===== src/hdl/alc_pkg.sv =====
// ----------------------------------------------------------------------------
// alc_pkg
// Shared types, constants and the table root function for the lux
// calculation pipeline.
// ----------------------------------------------------------------------------
`default_nettype none

package alc_pkg;

    localparam int RATIO_FRAC_BITS_DEF   = 16;
    localparam int POW_TABLE_ENTRIES_DEF = 256;

    localparam int CNT_W  = 16;
    localparam int LUX_W  = 23;
    localparam int P_W    = 16;
    localparam int COEF_W = 24;
    localparam int X_W    = 33;
    localparam int C_W    = 23;
    localparam int BBC_W  = CNT_W + C_W;
    localparam int Q0_W   = 24;
    localparam int DIV_W  = 12;
    localparam int RECIP_W  = 24;
    localparam int RECIP_SH = 33;

    localparam logic [CNT_W-1:0] SAT_CODE = 16'hffff;
    localparam logic [LUX_W-1:0] LUX_MAX  = 23'd8388607;

    // low region: bb * (A_BASE - 155 p) / (64 * 625)
    localparam logic [C_W-1:0]    A_BASE    = 23'd4980736;
    localparam logic [COEF_W-1:0] COEF_A_P  = 24'd155;
    localparam int                A_SHIFT   = 6;

    localparam logic [COEF_W-1:0] COEF_B_BB = 24'd112;
    localparam logic [COEF_W-1:0] COEF_B_IR = 24'd155;
    localparam logic [COEF_W-1:0] COEF_C_BB = 24'd128;
    localparam logic [COEF_W-1:0] COEF_C_IR = 24'd153;
    localparam logic [COEF_W-1:0] COEF_D_BB = 24'd146;
    localparam logic [COEF_W-1:0] COEF_D_IR = 24'd112;
    localparam int LIN_SH_B = 9;
    localparam int LIN_SH_C = 8;
    localparam int LIN_SH_D = 7;

    localparam logic [DIV_W-1:0]   DIV_SMALL   = 12'd625;
    localparam logic [DIV_W-1:0]   DIV_BIG     = 12'd3125;
    localparam logic [RECIP_W-1:0] RECIP_SMALL = 24'd13743895;
    localparam logic [RECIP_W-1:0] RECIP_BIG   = 24'd2748779;

    typedef enum logic [2:0] {
        RGN_A,
        RGN_B,
        RGN_C,
        RGN_D,
        RGN_NONE
    } t_region;

    typedef struct packed {
        logic [CNT_W-1:0] bb;
        logic [CNT_W-1:0] ir;
        t_region          region;
    } t_side;

    // largest s with s^5 * m^2 <= idx^2 * 2^80
    function automatic logic [P_W-1:0] pow_root(input int unsigned idx,
                                                input int unsigned tbl_m);
        logic [127:0] rhs;
        logic [127:0] lhs;
        logic [127:0] m2;
        logic [16:0]  lo_s;
        logic [16:0]  hi_s;
        logic [16:0]  mid;
        rhs  = (128'(idx) * 128'(idx)) << 80;
        m2   = 128'(tbl_m) * 128'(tbl_m);
        lo_s = '0;
        hi_s = 17'd65535;
        for (int k = 0; k < 17; k++) begin
            if (lo_s < hi_s) begin
                mid = 17'((18'(lo_s) + 18'(hi_s) + 18'd1) >> 1);
                lhs = 128'(mid) * 128'(mid);
                lhs = lhs * lhs * 128'(mid) * m2;
                if (lhs <= rhs) begin
                    lo_s = mid;
                end else begin
                    hi_s = mid - 17'd1;
                end
            end
        end
        return lo_s[P_W-1:0];
    endfunction

endpackage

`default_nettype wire


===== src/hdl/alc_div_stage.sv =====
// ----------------------------------------------------------------------------
// alc_div_stage
// One restoring step of the ratio divider: one quotient bit per stage.
// ----------------------------------------------------------------------------
`default_nettype none

module alc_div_stage import alc_pkg::*; #(
    parameter int QUO_W = RATIO_FRAC_BITS_DEF
) (
    input  wire logic             i_clk,
    input  wire logic             i_rst_n,
    input  wire logic             i_en,
    input  wire logic             i_valid,
    input  wire t_side            i_side,
    input  wire logic [CNT_W-1:0] i_rem,
    input  wire logic [QUO_W-1:0] i_quo,
    output logic                  o_valid,
    output t_side                 o_side,
    output logic [CNT_W-1:0]      o_rem,
    output logic [QUO_W-1:0]      o_quo
);

    logic             r_valid;
    t_side            r_side;
    logic [CNT_W-1:0] r_rem;
    logic [QUO_W-1:0] r_quo;

    logic [CNT_W:0]   w_two;
    logic [CNT_W:0]   w_diff;
    logic             w_bit;

    assign w_two  = {i_rem, 1'b0};
    assign w_bit  = (w_two >= {1'b0, i_side.bb});
    assign w_diff = w_two - {1'b0, i_side.bb};

    always_ff @(posedge i_clk) begin
        if (!i_rst_n) begin
            r_valid <= 1'b0;
        end else if (i_en) begin
            r_valid <= i_valid;
        end
    end

    always_ff @(posedge i_clk) begin
        if (i_en) begin
            r_side <= i_side;
            r_rem  <= w_bit ? w_diff[CNT_W-1:0] : w_two[CNT_W-1:0];
            r_quo  <= {i_quo[QUO_W-2:0], w_bit};
        end
    end

    assign o_valid = r_valid;
    assign o_side  = r_side;
    assign o_rem   = r_rem;
    assign o_quo   = r_quo;

endmodule

`default_nettype wire


===== config.mk =====
export PLATFORM = sky130hd
export DESIGN_NAME = alc_div_stage
export DESIGN_NICKNAME = d
export VERILOG_FILES = /design/src/hdl/alc_pkg.sv /design/src/hdl/alc_div_stage.sv
export SDC_FILE = /design/constraint.sdc
export NUM_CORES = 1
export LEC_CHECK = 0
export CAP_MARGIN = 10
export CORE_UTILIZATION = 45
export DETAILED_ROUTE_END_ITERATION = 10
export DONT_BUFFER_PORTS = 1
export GPL_TIMING_DRIVEN = 0
export SLEW_MARGIN = 20
export SYNTH_ARGS = -nofsm -noshare
export SYNTH_HDL_FRONTEND = slang
export SYNTH_SLANG_ARGS = --single-unit

===== constraint.sdc =====
create_clock -name i_clk -period 3.7 [get_ports i_clk]
set_input_delay 0 -clock i_clk [delete_from_list [all_inputs] [get_ports i_clk]]
set_output_delay 0 -clock i_clk [all_outputs]
set_load 0.05 [all_outputs]

==> results by group <==
Placement
  – Placed inst area: 3320 um^2
  – Placed cell count: 320
  – Port Buffers: 0
  – GPL Wtd Cong: 0.799
  – HPWL after detailed placement: 4.20 mm

Final layout
  – Layout cell share with drive strength beyond 1: a little under an eighth
  – Diodes inserted: 0
  – Final instance area: about 4300 um^2
  – Commonest cells after routing, fill and taps aside: dlygate4sd3_1, edfxtp_1, inv_1
  – Final non-filler cell total: 404
  – Area Growth Syn to Fin: 33.1%
  – Final #Nets: 391

GRT
  – Initial antenna violation count: 0
  – GRT overflow: 0
  – First-pass GRT wire length: about 10 mm
  – All-Layer GR Usage: 18.4%
  – Largest net degree at the start of global routing: 69
  – Vias in the first global route: about 2100

Power and ir drop
  – LEAKAGE: 1.66 nW
  – Clock Power Share: 32.5%
  – Comb power frac: roughly 13%
  – Switching power total: 0.704 mW
  – Sw frac: between 30% and 40%
  – VDD IR max: 201 uV
  – PD cells: 530 nW/um^2
  – Sequential share of power: a little over half
  – Internal: 1.55 mW

Critical path
  – Crit path DAT: 2.56 ns
  – Critical path's slowest cell: a2111oi_0
  – Setup crit start kind: input pin
  – Req. time, crit path: 3.80 ns
  – Critical Path Fanout Max: 3
  – Critical path capture point type: flop
  – Crit Path Class: input pin to flop
  – Crit-path cells: dlygate4sd3_1 -> inv_1 -> fa_1 -> nand2b_1 -> a2111oi_0 -> nor2_1 -> a31oi_1 -> xor2_1 -> mux2_4
  – Crit-path max cell delay: ~0.60 ns

Logic synthesis
  – Cells after Synth: 224
  – Post-synth EDFFs: 67
  – Yosys cell types: 44
  – Post-synth top area cell: edfxtp_1
  – Synth top area cells: edfxtp_1, ha_1, mux2_4, inv_1, mux2_2
  – Count of state elements after synthesis: 68
  – YS warnings: 0
  – FFs w/ async S/R, synth: 0%
  – Post-synth top flop: edfxtp_1
  – Syn_nets: 312
  – Mapped cell area: 3200 um^2
  – Sequential fraction of the synthesis area: 63.5%
  – Share of the synthesized area in the top cell type: 62.9%
  – Mapped Avg Cell Area: 14.3 um^2

Clock network
  – # clock sinks: 68
  – TritonCTS buffer count: 9
  – Clock buffer depth: 2
  – Clk Latency, worst-skew pair: approximately 0.34 ns
  – Post_cts resized: 0
  – H-tree depth: 3
  – TritonCTS clock tree: built
  – Setup bufs post-CTS: 0
  – Root buffer cell: clkbuf_8
  – Hold_buf cts: between 60 and 70
  – Clock-pin slew on the worst setup and hold paths: 0.08 ns

Floorplan
  – Row cnt: 30
  – Die extent in x: 86.3 um
  – Die Outline Area: 7450 um^2
  – Initial Utilization: 46.8%
  – Die span in y: 86.3 um
  – Boundary Pins: 139
  – Core area: 6830 um^2

Routing
  – DR WL/cell: 16.5 um
  – DRT antenna net count: 0
  – Vias per cell: 5.07
  – Drt total wl: ~6.7 mm
  – Initial DRC count: 71
  – DRT Pass-1 Iters: 4
  – Drt drc: 0
  – DR vias: between 2000 and 2500

Timing
  – Final worst path period share: between 60% and 70%
  – Hold Slack: ~0.056 ns
  – RSZ-0062 raised after global routing: false
  – Final Hold Viols: 0
  – Final-report max-slew violation count: 0
  – Min cycle time layout: approximately 2.5 ns
  – Slew @ Worst Pin: 0.637 ns
  – Max frequency: approximately 410 MHz
  – Post-route setup TNS: 0 ns
  – Clock skew: 0 ns
  – Final setup violating endpoints: 0
  – Max-slew headroom: 56.4%

Hold path
  – Hold WC Path Type: input pin to flop

Job
  – Maxcap violations: 0

Outcome
  – Status: finished clean
-- flip-flops by register name, summed over array words and instances, names as in the netlist --
name     flops
o_side      35
o_quo       16
o_rem       16
o_valid      1
-- power groups by stage --
stage	logic, mW	clock network, mW	registers (mW)
global placement	0.216	0	1.25
floorplan	0.184	0	1.24
CTS	0.294	0.750	1.23
finish	0.291	0.734	1.23
detailed placement	0.217	0	1.25
global route	0.323	0.787	1.24
-- synth_stat cells, types with 2 or more instances --
| master | n |
|---|---|
| nor3_1 | 3 |
| nand2_1 | 10 |
| edfxtp_1 | 67 |
| mux2_4 | 6 |
| a21oi_1 | 11 |
| and2_1 | 3 |
| xnor2_1 | 6 |
| a21o_1 | 5 |
| nand3_1 | 5 |
| nor2_1 | 11 |
| inv_1 | 19 |
| o21a_1 | 3 |
| nand2b_1 | 2 |
| mux2i_1 | 3 |
| xor2_1 | 5 |
| a211oi_1 | 3 |
| mux2_2 | 6 |
| or3_1 | 3 |
| o211ai_1 | 3 |
| nor2b_1 | 4 |
| o21bai_1 | 2 |
| o21ai_0 | 7 |
| ha_1 | 16 |
-- cell families after synthesis --
family | Yosys count | synth area share, %
buf+inv | 21 | 3.01
compound gates | 45 | 10.2
flops | 68 | 63.5
xor+xnor | 11 | 3.01
fa+ha+maj | 17 | 6.88
simple gates | 47 | 7.55
mux | 15 | 5.87
-- per-stage QoR --
step / setup slack, ns / power (mW) / utilization, %
6_report: 1.24 / 2.26 / 62.3
5_1_grt: 1.08 / 2.35 / 62.3
4_1_cts: 1.21 / 2.28 / 62.3
3_5_place_dp: 1.38 / 1.47 / 48.6
3_3_place_gp: 1.37 / 1.47 / 48.6
2_1_floorplan: 1.62 / 1.42 / -
-- final timing paths --
kind	depth (start not counted)	endpoint	slack, ns	startpoint
max	9	o_rem[12]	1.24	i_rem[0]
min	2	o_rem[1]	0.06	i_side[20]
max reg2reg	3	o_valid	2.18	o_valid
min reg2reg	3	o_valid	1.34	o_valid
-- routing by layer --
layer,vias up,GRT usage (%),share of wire [%]
li1,995,-,-
met2,98,30.7,50
met4,0,5.91,1.0
met3,7,7.71,8.1
met1,948,21.6,41
met5,-,0,0
-- layout make-up --
class | instances | area (um^2)
buffer | 2 | 25.0
clock buffer | 10 | 128
clock inverter | 6 | 114
fill | 551 | 2570
inverter | 19 | 71.3
multi-input combinational | 135 | 1070
sequential | 68 | 2030
tap | 96 | 120
timing repair buffer | 68 | 698
-- worst max-delay path: cells and delay by family --
family                     cells  cell delay [ns]
buffers and inverters          2             0.59
and+or+nand+nor                2             0.35
adders and majority gates      1             0.39
muxes                          1             0.26
xor gates and xnor gates       1             0.10
AOI/OAI and AO/OA              2             0.86
Power figures use the tool's default switching activity.
