--- src/hdl/alc_pkg.sv ---
// ----------------------------------------------------------------------------
// alc_pkg
// Shared types, constants and the table root function for the lux
// calculation pipeline.
// ----------------------------------------------------------------------------
`default_nettype none

package alc_pkg;

    localparam int RATIO_FRAC_BITS_DEF   = 16;
    localparam int POW_TABLE_ENTRIES_DEF = 256;

    localparam int CNT_W  = 16;
    localparam int LUX_W  = 23;
    localparam int P_W    = 16;
    localparam int COEF_W = 24;
    localparam int X_W    = 33;
    localparam int C_W    = 23;
    localparam int BBC_W  = CNT_W + C_W;
    localparam int Q0_W   = 24;
    localparam int DIV_W  = 12;
    localparam int RECIP_W  = 24;
    localparam int RECIP_SH = 33;

    localparam logic [CNT_W-1:0] SAT_CODE = 16'hffff;
    localparam logic [LUX_W-1:0] LUX_MAX  = 23'd8388607;

    // low region: bb * (A_BASE - 155 p) / (64 * 625)
    localparam logic [C_W-1:0]    A_BASE    = 23'd4980736;
    localparam logic [COEF_W-1:0] COEF_A_P  = 24'd155;
    localparam int                A_SHIFT   = 6;

    localparam logic [COEF_W-1:0] COEF_B_BB = 24'd112;
    localparam logic [COEF_W-1:0] COEF_B_IR = 24'd155;
    localparam logic [COEF_W-1:0] COEF_C_BB = 24'd128;
    localparam logic [COEF_W-1:0] COEF_C_IR = 24'd153;
    localparam logic [COEF_W-1:0] COEF_D_BB = 24'd146;
    localparam logic [COEF_W-1:0] COEF_D_IR = 24'd112;
    localparam int LIN_SH_B = 9;
    localparam int LIN_SH_C = 8;
    localparam int LIN_SH_D = 7;

    localparam logic [DIV_W-1:0]   DIV_SMALL   = 12'd625;
    localparam logic [DIV_W-1:0]   DIV_BIG     = 12'd3125;
    localparam logic [RECIP_W-1:0] RECIP_SMALL = 24'd13743895;
    localparam logic [RECIP_W-1:0] RECIP_BIG   = 24'd2748779;

    typedef enum logic [2:0] {
        RGN_A,
        RGN_B,
        RGN_C,
        RGN_D,
        RGN_NONE
    } t_region;

    typedef struct packed {
        logic [CNT_W-1:0] bb;
        logic [CNT_W-1:0] ir;
        t_region          region;
    } t_side;

    // largest s with s^5 * m^2 <= idx^2 * 2^80
    function automatic logic [P_W-1:0] pow_root(input int unsigned idx,
                                                input int unsigned tbl_m);
        logic [127:0] rhs;
        logic [127:0] lhs;
        logic [127:0] m2;
        logic [16:0]  lo_s;
        logic [16:0]  hi_s;
        logic [16:0]  mid;
        rhs  = (128'(idx) * 128'(idx)) << 80;
        m2   = 128'(tbl_m) * 128'(tbl_m);
        lo_s = '0;
        hi_s = 17'd65535;
        for (int k = 0; k < 17; k++) begin
            if (lo_s < hi_s) begin
                mid = 17'((18'(lo_s) + 18'(hi_s) + 18'd1) >> 1);
                lhs = 128'(mid) * 128'(mid);
                lhs = lhs * lhs * 128'(mid) * m2;
                if (lhs <= rhs) begin
                    lo_s = mid;
                end else begin
                    hi_s = mid - 17'd1;
                end
            end
        end
        return lo_s[P_W-1:0];
    endfunction

endpackage

`default_nettype wire

--- src/hdl/alc_const_div.sv ---
// ----------------------------------------------------------------------------
// alc_const_div
// Divide by 625 or 3125 via reciprocal multiply, one-step correction and
// output clamp. Holds the output register.
// ----------------------------------------------------------------------------
`default_nettype none

module alc_const_div import alc_pkg::*; (
    input  wire logic             i_clk,
    input  wire logic             i_rst_n,
    input  wire logic             i_en,
    input  wire logic             i_valid,
    input  wire logic [X_W-1:0]   i_x,
    input  wire logic             i_big,
    input  wire logic             i_zero,
    output logic                  o_valid,
    output logic [LUX_W-1:0]      o_q
);

    localparam int PROD_W = X_W + RECIP_W;
    localparam int QD_W   = Q0_W + DIV_W;

    logic [PROD_W-1:0] w_prod;
    logic [QD_W-1:0]   w_qd;
    logic [X_W-1:0]    w_rem;
    logic [DIV_W-1:0]  w_d2;
    logic [Q0_W:0]     w_q;

    logic              r_v1;
    logic [Q0_W-1:0]   r_q0_1;
    logic [X_W-1:0]    r_x1;
    logic              r_big1;
    logic              r_zero1;

    logic              r_v2;
    logic [Q0_W-1:0]   r_q0_2;
    logic [X_W-1:0]    r_qd2;
    logic [X_W-1:0]    r_x2;
    logic              r_big2;
    logic              r_zero2;

    logic              r_v3;
    logic [LUX_W-1:0]  r_q;

    assign w_prod = PROD_W'(i_x) * PROD_W'(i_big ? RECIP_BIG : RECIP_SMALL);
    assign w_qd   = QD_W'(r_q0_1) * QD_W'(r_big1 ? DIV_BIG : DIV_SMALL);
    assign w_d2   = r_big2 ? DIV_BIG : DIV_SMALL;
    assign w_rem  = r_x2 - r_qd2;
    assign w_q    = (w_rem >= X_W'(w_d2)) ? ({1'b0, r_q0_2} + 1'b1) : {1'b0, r_q0_2};

    always_ff @(posedge i_clk) begin
        if (!i_rst_n) begin
            r_v1 <= 1'b0;
            r_v2 <= 1'b0;
            r_v3 <= 1'b0;
        end else if (i_en) begin
            r_v1 <= i_valid;
            r_v2 <= r_v1;
            r_v3 <= r_v2;
        end
    end

    always_ff @(posedge i_clk) begin
        if (i_en) begin
            r_q0_1  <= w_prod[RECIP_SH +: Q0_W];
            r_x1    <= i_x;
            r_big1  <= i_big;
            r_zero1 <= i_zero;

            r_q0_2  <= r_q0_1;
            r_qd2   <= w_qd[X_W-1:0];
            r_x2    <= r_x1;
            r_big2  <= r_big1;
            r_zero2 <= r_zero1;

            if (r_zero2) begin
                r_q <= '0;
            end else if (w_q > (Q0_W+1)'(LUX_MAX)) begin
                r_q <= LUX_MAX;
            end else begin
                r_q <= w_q[LUX_W-1:0];
            end
        end
    end

    assign o_valid = r_v3;
    assign o_q     = r_q;

endmodule

`default_nettype wire

--- config.mk ---
export PLATFORM = sky130hd
export DESIGN_NAME = alc_const_div
export DESIGN_NICKNAME = d
export VERILOG_FILES = /design/src/hdl/alc_pkg.sv /design/src/hdl/alc_const_div.sv
export SDC_FILE = /design/constraint.sdc
export NUM_CORES = 2
export LEC_CHECK = 0
export ABC_AREA = 1
export CAP_MARGIN = 20
export CORE_MARGIN = 3
export CORE_UTILIZATION = 40
export DETAILED_ROUTE_END_ITERATION = 8
export DONT_BUFFER_PORTS = 1
export SYNTH_ARGS = -nofsm -noshare
export SYNTH_HDL_FRONTEND = slang
export SYNTH_SLANG_ARGS = --single-unit
--- constraint.sdc ---
create_clock -name i_clk -period 18.1 [get_ports i_clk]
set_input_delay 3.62 -clock i_clk [delete_from_list [all_inputs] [get_ports i_clk]]
set_output_delay 3.62 -clock i_clk [all_outputs]
set_load 0.05 [all_outputs]
==> results.py <==
metrics = {
    "clock_tree": {
        "clockBufferDepth": 2,
        "cts_inserted_buffers": 17,
        "cts_tree": "yes",
        "post_cts_resized": 0,
        "clk_pin_slew_ns": 0.09,
        "cts_num_sinks": 175,
        "cts_max_level": 4,
        "cts_hold_buf": 0,
        "cts_setup_buffers": 0,
        "insertion_delay_ns": 0.51,
        "cts_root_buf": "clkbuf_16",
    },
    "global_route": {
        "grtUsageTotal_pct": 21.2,
        "grt_start_max_net_pins": 177,
        "met3_usage_pct": 3.58,
        "use_met1_pct": 30.1,
        "busiest_layer": "met2",
        "grt_pass1_vias": 26100,
        "grt_use_met2_pct": 33.8,
        "gr-total-overflow": 0,
        "grt_pass1_wl_um": 150000,
        "antenna_found_initial": 3,
    },
    "timing": {
        "finalCriticalPeriod_ns": 10.56,
        "rsz0062_at_grt": "false",
        "tns_ns": 0,
        "slew_viol_final": 0,
        "hold_viol_final": 0,
        "setup_viol": 0,
        "slew_headroom_pct": 43.1,
        "fmax_mhz": 94.7,
        "period_share_pct": 58.3,
        "worst_slew_pin_slew_ns": 0.850,
        "finClkSkew_ns": 0.0259,
    },
    "floorplan": {
        "num_io_pins": 63,
        "start_util_pct": 40.6,
        "rows": 108,
        "die_x_um": 304,
        "core_area_um2": 87400,
        "die_area_um2": 92400,
        "fp.dieH_um": 304,
    },
    "setup_path": {
        "criticalPathCategory": "input pin to register",
        "crit_buf_inv": 7,
        "critPathTopFamily": "adder cells",
        "critPathMaxFanout": 7,
        "required_ns": 18.35,
        "slowest_stage": "fa_1",
        "worst_ep_arrival_time_ns": 10.81,
        "setup.worst_path.start_class": "input pin",
        "end_kind": "register",
        "cpPeakStageDelay_ns": 0.55,
    },
    "final_layout": {
        "syn2layout_area_growth_pct": 5.26,
        "nets": 5174,
        "antenna-diode-count": 0,
        "final_cells": 5217,
        "drive_gt1_share_pct": 3.99,
    },
    "synth": {
        "seq_area_frac_synth_pct": 14.7,
        "synth_flop_cell": "edfxtp_1",
        "yosys_register_bits": 175,
        "syn_area_um2": 35500,
        "synthCells": 4075,
        "yosysWarnings": 0,
        "ys_types": 47,
        "async_reset_ff_share_pct": 0,
        "synth_edf_count": 172,
        "avgSynthCellArea_um2": 8.72,
    },
    "detailed_routing": {
        "vias_per_cell": 4.81,
        "drt-pass1-iter-count": 7,
        "dr.first_iter.drc_count": 1822,
        "drc": 0,
        "drt-total-wl_um": 95400,
        "vias": 25100,
        "wl_per_cell_um": 18.3,
        "ant_nets": 0,
    },
    "job": {
        "max-cap-violations": 0,
    },
    "placed_design": {
        "dpl.cell_count": 5184,
        "port_buffers": 0,
        "routabilityCongestion": 0.980,
        "hpwlAfterDp_um": 84300,
    },
    "min_path": {
        "hold_path_class": "register to register",
    },
    "run_status": {
        "status": "finished clean",
    },
}
[logic make-up (layout without fill, tap and decap cells)]
logic type,after synthesis,count (layout),synth area share (%)
simple gates,1092,1092,13.6
xor+xnor,92,92,2.27
flops,175,175,14.7
fa+ha+maj,1086,1086,50.8
compound gates,253,253,3.99
buf+inv,1375,1351,14.6
other cells,2,13,0.0211
[cell usage in the layout (no fill, tap or decap), types with 9 or more instances in the layout]
| cell | n |
|---|---|
| a21o_1 | 16 |
| a21oi_1 | 108 |
| a31oi_1 | 19 |
| clkbuf_16 | 17 |
| conb_1 | 13 |
| edfxtp_1 | 172 |
| fa_1 | 592 |
| ha_1 | 494 |
| inv_1 | 1285 |
| inv_2 | 25 |
| nand2_1 | 585 |
| nand2_2 | 14 |
| nand3_1 | 73 |
| nand3b_1 | 13 |
| nand4_1 | 30 |
| nor2_1 | 257 |
| nor2_2 | 26 |
| nor2_4 | 24 |
| nor3_1 | 21 |
| o21ai_0 | 76 |
| o21bai_1 | 9 |
| or2_2 | 24 |
| xnor2_1 | 23 |
| xor2_1 | 69 |
[registers in the layout, indices dropped and copies added (netlist names), 23 cells and up]
register / count
r_x1: 33
o_q: 23
r_q0_1: 24
r_q0_2: 24
r_x2: 33
r_qd2: 31
[worst paths after layout]
kind           start    endpoint  slack, ns  cells after the start
max           i_x[9]  r_q0_1[20]       7.54                     32
min          r_zero1     r_zero2       0.43                      0
max reg2reg   r_big1   r_qd2[30]      12.10                     23
min reg2reg  r_zero1     r_zero2       0.43                      0
[per-layer routing]
layer  vias up  part of all wire [%]
met4         2                   1.9
met2       708                    46
met1     12300                    46
met3       103                   6.7
met5         -                 0.014
li1      12000                     -
[area by class of cell]
class | count | area (um^2)
inverters | 1315 | 4940
multi-input cells | 2536 | 25100
well taps | 1155 | 1450
repair buffers | 4 | 50.0
clock inverters | 14 | 164
fillers | 8722 | 50000
clock buffers | 18 | 429
flip-flops and latches | 175 | 5230
[cells in the mapped netlist, types with 6 or more instances]
cell type  number  area share [%]
inv_1        1285              14
fa_1          592              33
nand2_1       585             6.2
ha_1          494              17
nor2_1        257             2.7
edfxtp_1      172              15
a21oi_1       108             1.5
o21ai_0        76             1.1
nand3_1        73             1.0
xor2_1         69             1.7
clkbuf_1       54            0.57
nand4_1        30            0.53
nor2_2         26            0.46
inv_2          25            0.26
nor2_4         24            0.76
or2_2          24            0.42
xnor2_1        23            0.57
nor3_1         21            0.30
a31oi_1        19            0.33
a21o_1         16            0.34
nand2_2        14            0.25
nand3b_1       13            0.27
o21bai_1        9            0.19
nor4_1          8            0.14
o21a_1          8            0.17
o211ai_1        6            0.13
[metrics by stage]
step / hold WS, ns / instance area (um^2) / worst slack (ns) / util (%)
floorplan: 0.400 / 35600 / 7.91 / -
global placement: 0.402 / 36800 / 7.19 / 42.1
detailed placement: 0.405 / 36800 / 7.14 / 42.1
CTS: 0.424 / 37400 / 7.65 / 42.7
global route: 0.428 / 37400 / 7.22 / 42.8
finish: 0.425 / 37400 / 7.54 / 42.8
Power is left out: the tool's default activity adds up to more than one toggle a clock period on the data nets, which glitch-free logic cannot reach.
